<file path="config.mk">
export PLATFORM = sky130hd
export DESIGN_NAME = dap_request_length_framer_flat
export DESIGN_NICKNAME = d
export VERILOG_FILES = /design/src/hdl/drlf_pkg.sv /design/src/hdl/drlf_in_if.sv /design/src/hdl/drlf_out_if.sv /design/src/hdl/dap_request_length_framer.sv /design/src/hdl/drlf_step.sv /design/src/flat_wrapper.sv
export VERILOG_INCLUDE_DIRS = /design/src /design/src/hdl
export SDC_FILE = /design/constraint.sdc
export NUM_CORES = 1
export LEC_CHECK = 0
export CELL_PAD_IN_SITES_DETAIL_PLACEMENT = 0
export CELL_PAD_IN_SITES_GLOBAL_PLACEMENT = 1
export CORE_ASPECT_RATIO = 2
export CORE_MARGIN = 5
export CORE_UTILIZATION = 35
export DETAILED_ROUTE_END_ITERATION = 7
export DONT_BUFFER_PORTS = 1
export PLACE_DENSITY_LB_ADDON = 0.1
export SYNTH_ARGS = -nofsm -noshare
export SYNTH_HDL_FRONTEND = slang
export SYNTH_SLANG_ARGS = --single-unit
</file>
<file path="constraint.sdc">
create_clock -name clk_i -period 5.55 [get_ports clk_i]
set_input_delay 0.8325 -clock clk_i [delete_from_list [all_inputs] [get_ports clk_i]]
set_output_delay 0.8325 -clock clk_i [all_outputs]
set_load 0.01 [all_outputs]
</file>
<file path="src/hdl/dap_request_length_framer_assert.svh">
// Assertion macros for the request length framer.
// Included by the top level; depends on clk_i and rst_ni in the including scope.
`ifndef DAP_REQUEST_LENGTH_FRAMER_ASSERT_SVH
`define DAP_REQUEST_LENGTH_FRAMER_ASSERT_SVH

// A property that must hold at every clock edge outside reset.
`define DRLF_ASSERT(lbl, prop, msg) \
  lbl: assert property (@(posedge clk_i) disable iff (!rst_ni) (prop)) else $error(msg);

// A condition that must be followed by a consequence in the next cycle.
`define DRLF_ASSERT_NEXT(lbl, ante, cons, msg) \
  lbl: assert property (@(posedge clk_i) disable iff (!rst_ni) (ante) |=> (cons)) \
    else $error(msg);

`endif

</file>
<file path="src/hdl/drlf_pkg.sv">
// Shared types, command codes and the fixed length table of the request framer.
// No dependencies.
`default_nettype none

package drlf_pkg;

  localparam int unsigned TGT_W = 19;

  localparam logic [7:0] CMD_SWJ_SEQ   = 8'h12;
  localparam logic [7:0] CMD_OTA_WRITE = 8'h82;
  localparam logic [7:0] CMD_BLOCK     = 8'h06;
  localparam logic [7:0] CMD_TRANSFER  = 8'h05;
  localparam logic [7:0] CMD_SWD_SEQ   = 8'h1D;

  localparam logic [15:0] OTA_PAYLOAD_MAX = 16'd496;

  typedef enum logic [3:0] {
    PH_IDLE    = 4'd0,
    PH_HEADER  = 4'd1,
    PH_COLLECT = 4'd2,
    PH_ENTRY   = 4'd3,
    PH_SKIP    = 4'd4
  } phase_e;

  typedef enum logic [1:0] {
    ST_COMPLETE   = 2'd0,
    ST_INCOMPLETE = 2'd1,
    ST_OVERSIZE   = 2'd2
  } status_e;

  typedef struct packed {
    phase_e      phase;
    logic [7:0]  cmd;
    logic [9:0]  pos;
    logic [9:0]  exp_len;
    logic [7:0]  entries;
    logic [7:0]  held;
  } parse_state_t;

  typedef struct packed {
    logic        valid;
    status_e     status;
    logic [9:0]  length;
  } frame_res_t;

  // Length of a fixed command; zero marks a command sized from its header.
  function automatic logic [2:0] fixed_length(input logic [7:0] cmd);
    logic [2:0] len;
    case (cmd)
      8'h00, 8'h02, 8'h13: len = 3'd2;
      8'h01, 8'h09:        len = 3'd3;
      8'h04, 8'h08:        len = 3'd6;
      8'h10:               len = 3'd7;
      8'h11, 8'h81:        len = 3'd5;
      CMD_SWJ_SEQ, CMD_OTA_WRITE, CMD_BLOCK, CMD_TRANSFER, CMD_SWD_SEQ: len = 3'd0;
      default:             len = 3'd1;
    endcase
    return len;
  endfunction

endpackage

`default_nettype wire

</file>
<file path="src/hdl/drlf_in_if.sv">
// Request byte channel: one packet byte per item with a buffer end flag.
// No dependencies.
`default_nettype none

interface drlf_in_if;
  logic       valid;
  logic       ready;
  logic [7:0] data_byte;
  logic       end_of_buffer;

  modport source (output valid, output data_byte, output end_of_buffer, input ready);
  modport sink (input valid, input data_byte, input end_of_buffer, output ready);
endinterface

`default_nettype wire

</file>
<file path="src/hdl/drlf_out_if.sv">
// Frame result channel: status and framed length, one item per packet.
// No dependencies.
`default_nettype none

interface drlf_out_if;
  logic       valid;
  logic       ready;
  logic [1:0] frame_status;
  logic [9:0] frame_length;

  modport source (output valid, output frame_status, output frame_length, input ready);
  modport sink (input valid, input frame_status, input frame_length, output ready);
endinterface

`default_nettype wire

</file>
<file path="src/hdl/dap_request_length_framer.sv">
// Top level of the debug-probe request length framer.
// Depends on drlf_pkg, drlf_in_if, drlf_out_if, drlf_step and the assertion macro header.
//
// The framer takes one request byte per item and gives one result per packet:
// the framed length when the request completes, incomplete when the byte
// marked as buffer end arrives first, or oversize as soon as the length passes
// PACKET_BYTES (or an OTA payload passes 496 bytes). After a result the rest of
// the buffer is skipped. A byte is taken every cycle unless the input stalls;
// a byte passes an input register, the parse logic and the result register
// before its result appears. The input side stalls only while both registers are
// full and the result is not taken.
`default_nettype none

`include "dap_request_length_framer_assert.svh"

module dap_request_length_framer import drlf_pkg::*; #(
  parameter int unsigned PACKET_BYTES = 512
) (
  input  logic       clk_i,
  input  logic       rst_ni,
  drlf_in_if.sink    req_i,
  drlf_out_if.source res_o
);

  logic         s1_valid_q;
  logic [7:0]   s1_byte_q;
  logic         s1_eob_q;
  parse_state_t state_q;
  parse_state_t state_d;
  frame_res_t   step_res;
  logic         proc;
  logic         out_valid_q;
  logic [1:0]   out_status_q;
  logic [9:0]   out_length_q;

  assign proc        = s1_valid_q && (!out_valid_q || res_o.ready);
  assign req_i.ready = !s1_valid_q || proc;

  drlf_step #(
    .PACKET_BYTES (PACKET_BYTES)
  ) u_step (
    .state_i         (state_q),
    .data_byte_i     (s1_byte_q),
    .end_of_buffer_i (s1_eob_q),
    .state_o         (state_d),
    .res_o           (step_res)
  );

  always_ff @(posedge clk_i or negedge rst_ni) begin
    if (!rst_ni) begin
      s1_valid_q  <= 1'b0;
      state_q     <= '0;
      out_valid_q <= 1'b0;
    end else begin
      if (req_i.valid && req_i.ready) begin
        s1_valid_q <= 1'b1;
      end else if (proc) begin
        s1_valid_q <= 1'b0;
      end
      if (proc) begin
        state_q <= state_d;
      end
      if (proc && step_res.valid) begin
        out_valid_q <= 1'b1;
      end else if (res_o.ready) begin
        out_valid_q <= 1'b0;
      end
    end
  end

  always_ff @(posedge clk_i) begin
    if (req_i.valid && req_i.ready) begin
      s1_byte_q <= req_i.data_byte;
      s1_eob_q  <= req_i.end_of_buffer;
    end
    if (proc && step_res.valid) begin
      out_status_q <= step_res.status;
      out_length_q <= step_res.length;
    end
  end

  assign res_o.valid        = out_valid_q;
  assign res_o.frame_status = out_status_q;
  assign res_o.frame_length = out_length_q;

  `DRLF_ASSERT(a_len_only_on_complete, !out_valid_q || out_status_q == ST_COMPLETE || out_length_q == 10'd0, "Non-complete result carries a length.")
  `DRLF_ASSERT(a_complete_len_range, !out_valid_q || out_status_q != ST_COMPLETE || (out_length_q != 10'd0 && 32'(out_length_q) <= PACKET_BYTES), "Complete length out of range.")
  `DRLF_ASSERT(a_stall_only_when_full, req_i.ready || (s1_valid_q && out_valid_q), "Input stalled with a free register.")
  `DRLF_ASSERT_NEXT(a_skip_after_result, proc && step_res.valid && !s1_eob_q, state_q.phase == PH_SKIP, "Parser did not skip after a result.")

endmodule

`default_nettype wire

</file>
<file path="src/hdl/drlf_step.sv">
// Next-state and result logic of the framer for one request byte.
// Depends on drlf_pkg.
`default_nettype none

module drlf_step import drlf_pkg::*; #(
  parameter int unsigned PACKET_BYTES = 512
) (
  input  parse_state_t state_i,
  input  logic [7:0]   data_byte_i,
  input  logic         end_of_buffer_i,
  output parse_state_t state_o,
  output frame_res_t   res_o
);

  always_comb begin
    parse_state_t      nxt;
    frame_res_t        res;
    logic              active;
    logic              tgt_en;
    logic [TGT_W-1:0]  tgt_len;
    logic              seg_en;
    logic [9:0]        pos_inc;
    logic [10:0]       pos_p1;
    logic [10:0]       tgt_p1;
    logic [2:0]        fix_len;
    logic [8:0]        bit_sum;
    logic [5:0]        seq_bytes;
    logic [15:0]       count;
    logic [3:0]        add_len;

    nxt       = state_i;
    res       = '0;
    active    = 1'b1;
    tgt_en    = 1'b0;
    tgt_len   = '0;
    seg_en    = 1'b0;
    pos_inc   = state_i.pos + 10'd1;
    pos_p1    = {1'b0, pos_inc} + 11'd1;
    fix_len   = fixed_length(data_byte_i);
    bit_sum   = {1'b0, data_byte_i} + 9'd7;
    seq_bytes = (data_byte_i == 8'd0) ? 6'd32 : bit_sum[8:3];
    count     = '0;
    add_len   = '0;

    case (state_i.phase)
      PH_IDLE: begin
        nxt.cmd     = data_byte_i;
        nxt.pos     = '0;
        nxt.entries = '0;
        nxt.held    = '0;
        nxt.exp_len = '0;
        if (fix_len == 3'd0) begin
          nxt.phase = PH_HEADER;
        end else begin
          tgt_en  = 1'b1;
          tgt_len = TGT_W'(fix_len);
        end
      end
      PH_HEADER: begin
        nxt.pos = pos_inc;
        case (state_i.cmd)
          CMD_SWJ_SEQ: begin
            if (pos_inc == 10'd1) begin
              tgt_en  = 1'b1;
              tgt_len = TGT_W'(seq_bytes) + TGT_W'(2);
            end
          end
          CMD_OTA_WRITE: begin
            if (pos_inc == 10'd5) begin
              nxt.held = data_byte_i;
            end else if (pos_inc == 10'd6) begin
              count = {data_byte_i, state_i.held};
              if (count > OTA_PAYLOAD_MAX) begin
                res.valid  = 1'b1;
                res.status = ST_OVERSIZE;
              end else begin
                tgt_en  = 1'b1;
                tgt_len = TGT_W'(count) + TGT_W'(7);
              end
            end
          end
          CMD_BLOCK: begin
            if (pos_inc == 10'd2) begin
              nxt.held = data_byte_i;
            end else if (pos_inc == 10'd3) begin
              nxt.entries = data_byte_i;
            end else if (pos_inc == 10'd4) begin
              count       = {state_i.entries, state_i.held};
              nxt.entries = '0;
              tgt_en      = 1'b1;
              tgt_len     = data_byte_i[1] ? TGT_W'(5)
                                           : TGT_W'({count, 2'b00}) + TGT_W'(5);
            end
          end
          CMD_TRANSFER: begin
            if (pos_inc == 10'd2) begin
              nxt.entries = data_byte_i;
              tgt_en      = 1'b1;
              tgt_len     = TGT_W'(3);
            end
          end
          CMD_SWD_SEQ: begin
            if (pos_inc == 10'd1) begin
              nxt.entries = data_byte_i;
              tgt_en      = 1'b1;
              tgt_len     = TGT_W'(2);
            end
          end
          default: begin
          end
        endcase
      end
      PH_COLLECT: begin
        nxt.pos = pos_inc;
        if (pos_p1 >= {1'b0, state_i.exp_len}) begin
          seg_en = 1'b1;
        end
      end
      PH_ENTRY: begin
        nxt.pos     = pos_inc;
        nxt.entries = state_i.entries - 8'd1;
        if (state_i.cmd == CMD_TRANSFER) begin
          if (!data_byte_i[1] || data_byte_i[4]) begin
            add_len = 4'd4;
          end
        end else if (!data_byte_i[7]) begin
          add_len = (data_byte_i[5:0] == 6'd0) ? 4'd8
                                               : 4'(({1'b0, data_byte_i[5:0]} + 7'd7) >> 3);
        end
        tgt_en  = 1'b1;
        tgt_len = TGT_W'(pos_p1) + TGT_W'(add_len);
      end
      default: begin
        active = 1'b0;
      end
    endcase

    tgt_p1 = {1'b0, nxt.pos} + 11'd1;
    if (tgt_en) begin
      if (tgt_len > TGT_W'(PACKET_BYTES)) begin
        res.valid  = 1'b1;
        res.status = ST_OVERSIZE;
      end else begin
        nxt.exp_len = tgt_len[9:0];
        if (tgt_len <= TGT_W'(tgt_p1)) begin
          seg_en = 1'b1;
        end else begin
          nxt.phase = PH_COLLECT;
        end
      end
    end

    if (seg_en) begin
      if (nxt.entries == 8'd0) begin
        res.valid  = 1'b1;
        res.status = ST_COMPLETE;
        res.length = nxt.exp_len;
      end else begin
        nxt.phase = PH_ENTRY;
      end
    end

    if (res.valid) begin
      nxt.phase = end_of_buffer_i ? PH_IDLE : PH_SKIP;
    end else if (end_of_buffer_i) begin
      nxt.phase = PH_IDLE;
      if (active) begin
        res.valid  = 1'b1;
        res.status = ST_INCOMPLETE;
      end
    end

    state_o = nxt;
    res_o   = res;
  end

endmodule

`default_nettype wire
</file>
<file path="src/flat_wrapper.sv">
// flat-port wrapper written by rule: the top's interface ports become plain ports
module dap_request_length_framer_flat import drlf_pkg::*;
#(
  parameter int unsigned PACKET_BYTES = 512
)
  (clk_i, rst_ni, req_i_valid, req_i_data_byte, req_i_end_of_buffer, req_i_ready, res_o_valid, res_o_frame_status, res_o_frame_length, res_o_ready);
  drlf_in_if req_i_i ();
  drlf_out_if res_o_i ();
  input  logic clk_i;
  input  logic rst_ni;
  input wire logic [$bits(req_i_i.valid)-1:0] req_i_valid;
  input wire logic [$bits(req_i_i.data_byte)-1:0] req_i_data_byte;
  input wire logic [$bits(req_i_i.end_of_buffer)-1:0] req_i_end_of_buffer;
  output wire logic [$bits(req_i_i.ready)-1:0] req_i_ready;
  output wire logic [$bits(res_o_i.valid)-1:0] res_o_valid;
  output wire logic [$bits(res_o_i.frame_status)-1:0] res_o_frame_status;
  output wire logic [$bits(res_o_i.frame_length)-1:0] res_o_frame_length;
  input wire logic [$bits(res_o_i.ready)-1:0] res_o_ready;
  assign req_i_i.valid = req_i_valid;
  assign req_i_i.data_byte = req_i_data_byte;
  assign req_i_i.end_of_buffer = req_i_end_of_buffer;
  assign req_i_ready = req_i_i.ready;
  assign res_o_valid = res_o_i.valid;
  assign res_o_frame_status = res_o_i.frame_status;
  assign res_o_frame_length = res_o_i.frame_length;
  assign res_o_i.ready = res_o_ready;
  dap_request_length_framer #(.PACKET_BYTES(PACKET_BYTES)) u_core (.clk_i(clk_i), .rst_ni(rst_ni), .req_i(req_i_i), .res_o(res_o_i));
endmodule
</file>
==> results.txt, run 1 <==
Status: complete, no violations
Routed vias: 6,828
VDD IR max: 252 uV
Layout cells sized above 1: 0.125
Worst R2R Setup Slack: 0.26 ns
Final hold vios: 0
CP Class: flip-flop to flip-flop
Worst Reg-to-Reg Cells: 22
Routed len/inst: 23.4 um
GRT Util Overall: 0.244
CP Cell Sequence: ha_2 -> nand4_1 -> nor2_1 -> or3_1 -> a2111oi_1 -> buf_4 -> a21oi_1 -> o21a_1 -> inv_1 -> ha_1 -> nor2b_1 -> o21a_1 -> o21a_1 -> o21a_1 -> o21a_1 -> o21a_1 -> o31ai_2 -> nand4_1 -> a31oi_4 -> nor3b_1 -> nor2_1 -> buf_4
ANT cells: 0
Synthesized area: 6880 um2
Final setup viols: 0
CTS H-tree depth: 3
Placed insts: 1,137
Max Fanout on Critical Path: 12
Pwr dens: 314 nW/um2
Clk slew on worst S/H paths: 0.08 ns
Post-synthesis sequential area ratio: 0.274
Worst hold slack: 0.158 ns
Post-synth EDFFs: 21
Crit path DAT: 5.35 ns
Worst path required time: 5.61 ns
Routed Antenna Nets: 0
CP top delay family: compound AO/OA/AOI/OAI gates
Die X: 109 um
Post-synthesis cell type count: 89
Worst Tran Pin Value: 0.906 ns
Place WS: -0.00101 ns
First-pass GRT wire length: 41.6 mm
Total power: 2.44 mW
Core area: 19,400 um2
Combinational Power Share: 0.423
Min-Delay Path Class: input pin to async pin
DRT iter0 DRCs: 383
Worst skew pair latency: 0.36 ns
Grt ovf: 0
Die area: 22,700 um2
Max Clk Rate: 0.189 GHz
First drt pass iteration count: 6
Vias in the first global route: 6,836
Yosys top cell area share: 0.182
WL final: 27.0 mm
Area delta synth->final: 12.7%
Port buffer count: 0
Slowest cell on crit path: a2111oi_1
Gate Count Post-Synth: 873
Chip Height: 208 um
Pin count of the biggest net entering global routing: 51
Switch Pwr: 1.04 mW
CP bufs+invs: 3
Row cnt: 72
Slew Limit Fails: 0
Fin worst setup slack: 0.259 ns
Worst r2r src: u_core.state_q[26]$_DFFE_PN0P_
Number of clock sinks: 71
Yosys reg bits: 71
Reg-to-Reg End: u_core.res_o.frame_length[9]$_SDFFCE_PN0P_
Syn nets: 924
CP endpoint kind: flip-flop
Fin crit share: 0.953
Post-DP HPWL: 21.8 mm
Starting Density: 0.355
Max stage delay on crit path: 0.55 ns
Worst Skew: 0.0147 ns
Clock power share: 0.260
CTS Hold Buffers Added: 0
Switching power share of the total: 0.426
Leakage power total: 3.10 nW
Total CTS buffers: 9
TritonCTS clock tree: done
Initial antenna violation count: 0
Largest area contributor in the netlist: dfrtp_1
Asr flop ratio synth: 0.704
Top Ports: 27
Internal: 1.40 mW
Most common flop cell mapped by yosys: dfrtp_1
Relative slew slack: 0.396
RePlAce Congestion: 0.939
Most Frequent Cell on Critical Path: o21a_1
Count leader, synth: nand2_1
Minimum clock period: 5.29 ns
Syn. warnings: 0
Via density per instance: 5.92
Root buffer cell: clkbuf_16
Fillcell total: 2,044
Largest cells by area after synthesis: dfrtp_1, edfxtp_1, ha_1, nand2_1, o21ai_0
Max_cap viols: 0
Final non-filler cell total: 1,153
Sequential power share: 0.317
Clock tree buffer depth: 2
Syn Area/Cell: 7.88 um2
DRC errors left: 0
Startpoint types: flip-flop
Synth cell count leaders: nand2_1, nor2_1, o21ai_0
Layout net count: 940
[how the worst max path moves through the flow]
| stage | startpoint | slack (ns) | depth (start not counted) | to |
|---|---|---|---|---|
| CTS | u_core.state_q[26]$_DFFE_PN0P_ | 0.02 | 22 | u_core.res_o.frame_length[7]$_SDFFCE_PN0P_ |
| global route | u_core.s1_byte_q[0]$_DFFE_PP_ | -0.002 | 24 | u_core.res_o.frame_length[7]$_SDFFCE_PN0P_ |
| global placement | u_core.state_q[26]$_DFFE_PN0P_ | 0.05 | 22 | u_core.res_o.frame_length[5]$_SDFFCE_PN0P_ |
| floorplan | u_core.state_q[41]$_DFFE_PN0P_ | 0.38 | 24 | u_core.res_o.frame_length[0]$_SDFFCE_PN0P_ |
| detailed placement | u_core.state_q[26]$_DFFE_PN0P_ | -0.001 | 22 | u_core.res_o.frame_length[5]$_SDFFCE_PN0P_ |
| finish | u_core.state_q[26]$_DFFE_PN0P_ | 0.26 | 22 | u_core.res_o.frame_length[9]$_SDFFCE_PN0P_ |
[metal layers]
layer  up-vias  wire length, um  track usage
met3        62              881       0.0329
met1      3357             9420        0.252
met2       182            15100        0.454
met5         -                0            0
li1       3227                -            -
met4         0             1600        0.137
[final cells by class]
| class | count | area (um2) | area share |
|---|---|---|---|
| multi-input cells | 698 | 4620 | 0.596 |
| flip-flops and latches | 71 | 1880 | 0.243 |
| repair buffers | 57 | 428 | 0.0552 |
| inverters | 52 | 195 | 0.0252 |
| well taps | 259 | 324 | 0.0418 |
| clock buffers | 9 | 225 | 0.0291 |
| clock inverters | 7 | 78.8 | 0.0102 |
[stage by stage]
step           utilization  setup TNS [ns]  cell area [um2]
6_report             0.400               0             7750
5_1_grt              0.400         -0.0126             7750
4_1_cts              0.399               0             7720
3_5_place_dp         0.383        -0.00914             7420
3_3_place_gp         0.383               0             7420
2_1_floorplan            -               0             6880
[layout by cell type (no fill, tap or decap), types with 6 or more instances in the layout]
master,n
a211oi_1,10
a21o_1,10
a21oi_1,43
a22oi_1,6
a31oi_1,12
and2_1,6
and3_1,13
and4_1,6
buf_4,57
clkbuf_16,9
dfrtp_1,49
edfxtp_1,21
ha_1,36
inv_1,52
mux2i_1,9
nand2_1,104
nand2b_1,8
nand3_1,31
nand4_1,17
nor2_1,70
nor2b_1,7
nor3_1,29
nor3b_1,7
nor4_1,8
o21a_1,10
o21ai_0,62
o21ai_1,10
o221ai_1,6
xnor2_1,34
xor2_1,17
[state kept, by name, summed over array words and instances, names as in the netlist]
signal	cells
u_core.res_o.frame_length	10
u_core.state_q	48
u_core.res_o.valid	1
u_core.s1_byte_q	8
u_core.s1_eob_q	1
u_core.s1_valid_q	1
u_core.res_o.frame_status	2
[repair_timing]
action                     in CTS  in global routing
buffers inserted                0                  0
setup endpoints to repair      12                 26
pin swaps                       0                  0
resized for setup               1                  7
[worst reg2reg max path: cells and delay by family, from the launching register on]
kind                       cells  cell delay (ns)
buffers and inverters          3             0.53
and+or+nand+nor                7             1.27
DFF                            1             0.48
adders and majority gates      2             0.53
AOI/OAI and AO/OA             10             2.15
[power by group through the flow]
stage               Clock (mW)  Combinational [mW]  Sequential [mW]
finish                   0.634                1.03            0.772
global placement             0                1.01            0.776
floorplan                    0               0.685            0.739
global route             0.671                1.12            0.784
CTS                      0.652                1.02            0.772
detailed placement           0                1.01            0.783
[kinds of logic (layout without fill, tap and decap cells)]
logic type | Yosys count | in the layout | synth area share
buffers and inverters | 104 | 125 | 0.0604
adder cells (fa/ha/maj) | 40 | 40 | 0.0731
AO/OA/AOI/OAI | 247 | 247 | 0.246
XOR/XNOR | 53 | 53 | 0.0696
multiplexers | 15 | 15 | 0.0229
AND/OR/NAND/NOR | 343 | 343 | 0.254
flip-flops | 71 | 71 | 0.274
Power figures use the tool's default switching activity.
==> run 2, diff against run 1 <==
Settings changed: CORE_UTILIZATION 35 to 45.
==> results.txt, run 2 (synthesis gave the netlist of run 1 again) <==
Worst Tran Pin Value: 0.894 ns (was 0.906 ns)
Crit path DAT: 5.21 ns (was 5.35 ns)
Slew Limit Fails: 0 (unchanged)
Area delta synth->final: 11.0% (was 12.7%)
Vias in the first global route: 6,525 (was 6,836)
Final hold vios: 0 (unchanged)
Register with the most flip-flops: u_core.state_q (unchanged)
Final non-filler cell total: 1,089 (was 1,153)
Max_cap viols: 0 (unchanged)
Worst R2R Setup Slack: 0.38 ns (was 0.26 ns)
Startpoint types: flip-flop (unchanged)
DRC errors left: 0 (unchanged)
Core area: 15,100 um2 (was 19,400 um2)
Most common cell after layout, fill and taps aside: nand2_1 (unchanged)
Worst Skew: 0.0149 ns (was 0.0147 ns)
Max Fanout on Critical Path: 12 (unchanged)
Placed insts: 1,073 (was 1,137)
Die X: 97.4 um (was 109 um)
Reg-to-Reg End: u_core.res_o.frame_length[7]$_SDFFCE_PN0P_ (was u_core.res_o.frame_length[9]$_SDFFCE_PN0P_)
TritonCTS clock tree: done (unchanged)
Via density per instance: 6.13 (was 5.92)
Layout net count: 937 (was 940)
GRT Util Overall: 0.268 (was 0.244)
CTS H-tree depth: 3 (unchanged)
Number of clock sinks: 71 (unchanged)
Fillcell total: 1,504 (was 2,044)
Clock tree buffer depth: 2 (unchanged)
Pwr dens: 306 nW/um2 (was 314 nW/um2)
Fin crit share: 0.931 (was 0.953)
Worst Reg-to-Reg Cells: 25 (was 22)
Seq. cell area: 1880 um2 (about the same)
Grt ovf: 0 (unchanged)
Max Clk Rate: 0.194 GHz (was 0.189 GHz)
Worst r2r src: u_core.state_q[26]$_DFFE_PN0P_ (unchanged)
WL final: 23.7 mm (was 27.0 mm)
Port buffer count: 0 (unchanged)
Total power: 2.34 mW (was 2.44 mW)
Status: complete, no violations (unchanged)
RSZ-0062 raised after global routing: no
Top Ports: 27 (unchanged)
Chip Height: 185 um (was 208 um)
Leakage power total: 3.08 nW (was 3.10 nW)
Total CTS buffers: 9 (unchanged)
CP endpoint: u_core.res_o.frame_length[7]$_SDFFCE_PN0P_ (was u_core.res_o.frame_length[9]$_SDFFCE_PN0P_)
Minimum clock period: 5.17 ns (was 5.29 ns)
Routed vias: 6,675 (was 6,828)
Min-Delay Path Class: input pin to async pin (unchanged)
Worst path required time: 5.60 ns (was 5.61 ns)
First-pass GRT wire length: 37.5 mm (was 41.6 mm)
Pin count of the biggest net entering global routing: 51 (unchanged)
First drt pass iteration count: 7 (was 6)
Initial antenna violation count: 0 (unchanged)
ANT cells: 0 (unchanged)
Area after DPL: 7320 um2 (was 7420 um2)
Routed len/inst: 21.8 um (was 23.4 um)
Row cnt: 64 (was 72)
Die area: 18,000 um2 (was 22,700 um2)
Final setup viols: 0 (unchanged)
Clk slew on worst S/H paths: 0.07 ns (was 0.08 ns)
Setup TNS: 0 ns (unchanged)
Worst skew pair latency: 0.35 ns (was 0.36 ns)
Layout cells sized above 1: 0.125 (about the same)
CP endpoint kind: flip-flop (unchanged)
CP Class: flip-flop to flip-flop (unchanged)
Global-route track usage on met1: 0.311 (was 0.252)
CTS Hold Buffers Added: 0 (unchanged)
Worst setup startpoint: u_core.state_q[26]$_DFFE_PN0P_ (unchanged)
RePlAce Congestion: 0.980 (was 0.939)
Largest register FFs: 48 (unchanged)
DRT iter0 DRCs: 512 (was 383)
Grt peak-use layer: met2 (unchanged)
Met3 usage: 0.0324 (was 0.0329)
Routed Antenna Nets: 0 (unchanged)
Relative slew slack: 0.400 (was 0.396)
VDD IR max: 194 uV (was 252 uV)
Area of the multi-input gates: 4640 um2 (was 4620 um2)
Post-DP HPWL: 18.9 mm (was 21.8 mm)
Root buffer cell: clkbuf_16 (unchanged)
Starting Density: 0.455 (was 0.355)
Final instance area: 7640 um2 (was 7750 um2)
Most frequent cells in the layout: nand2_1, nor2_1, o21ai_0 (unchanged)
Met2 usage: 0.469 (was 0.454)
-- run 2: cell types whose count changed in the layout (fill, tap and decap cells not counted), moves of 2 or more --
cell      change
nor2_2        +2
clkbuf_1      +3
clkinv_2      +3
inv_6         -3
buf_4         -4
-- run 2: power by group --
part           leakage [nW]  internal (mW)  total (mW)  switching [mW]
sequential            0.878          0.651       0.765           0.114
combinational          2.08          0.400        1.05           0.649
clock                 0.126          0.300       0.526           0.225
-- run 2: worst max-delay path, cell delays in order (launching register included) --
cell and delay, ns:
dfrtp_1 0.44, ha_1 0.35, xnor2_2 0.18, nor2_1 0.26
nor2_1 0.09, xnor2_1 0.16, ha_1 0.30, inv_1 0.06
nor2_1 0.14, nor2_2 0.07, nor3_4 0.22, a31oi_2 0.14
o211a_1 0.22, nor2_1 0.14, inv_1 0.09, ha_1 0.29
a21o_1 0.16, a21o_1 0.17, a21oi_1 0.17, inv_1 0.09
o31ai_2 0.32, nand4_1 0.19, a31oi_4 0.22, nor3b_1 0.08
nor2_1 0.13, buf_6 0.18
-- run 2: layer usage --
layer  routed length, um  vias up  share of wire
met1                9470     3168           0.40
met4                1550        0          0.065
met3                 902       79          0.038
li1                    -     3218              -
met5                   0        -              0
met2               11800      210           0.50
-- run 2: area by class of cell --
cell class                 instances  area share
clock inverter                     4     0.00295
tap                              198      0.0324
inverter                          52      0.0256
sequential                        71       0.246
multi-input combinational        698       0.608
clock buffer                      12      0.0310
timing repair buffer              54      0.0536
-- run 2: what timing repair did --
action                     in CTS  in global routing
setup buffers                   0                  0
setup endpoints to repair       0                 24
gates resized for setup         0                 13
-- run 2: how the worst min path moves through the flow --
| stage | cells after the start | slack [ns] | to |
|---|---|---|---|
| finish | 0 | 0.18 | u_core.state_q[27]$_DFFE_PN0P_ |
| global route | 0 | 0.17 | u_core.state_q[15]$_DFFE_PN0P_ |
| CTS | 0 | 0.17 | u_core.state_q[27]$_DFFE_PN0P_ |
| detailed placement | 2 | 0.48 | u_core.state_q[25]$_DFFE_PN0P_ |
| global placement | 2 | 0.46 | u_core.state_q[23]$_DFFE_PN0P_ |
| floorplan | 2 | 0.45 | u_core.state_q[18]$_DFFE_PN0P_ |
-- run 2: metrics by stage --
stage	worst slack [ns]	hold WS (ns)	utilization
2_1_floorplan	0.381	0.450	-
3_3_place_gp	0.346	0.464	0.484
3_5_place_dp	0.261	0.477	0.484
4_1_cts	0.216	0.168	0.501
5_1_grt	0.0274	0.165	0.505
6_report	0.385	0.175	0.505
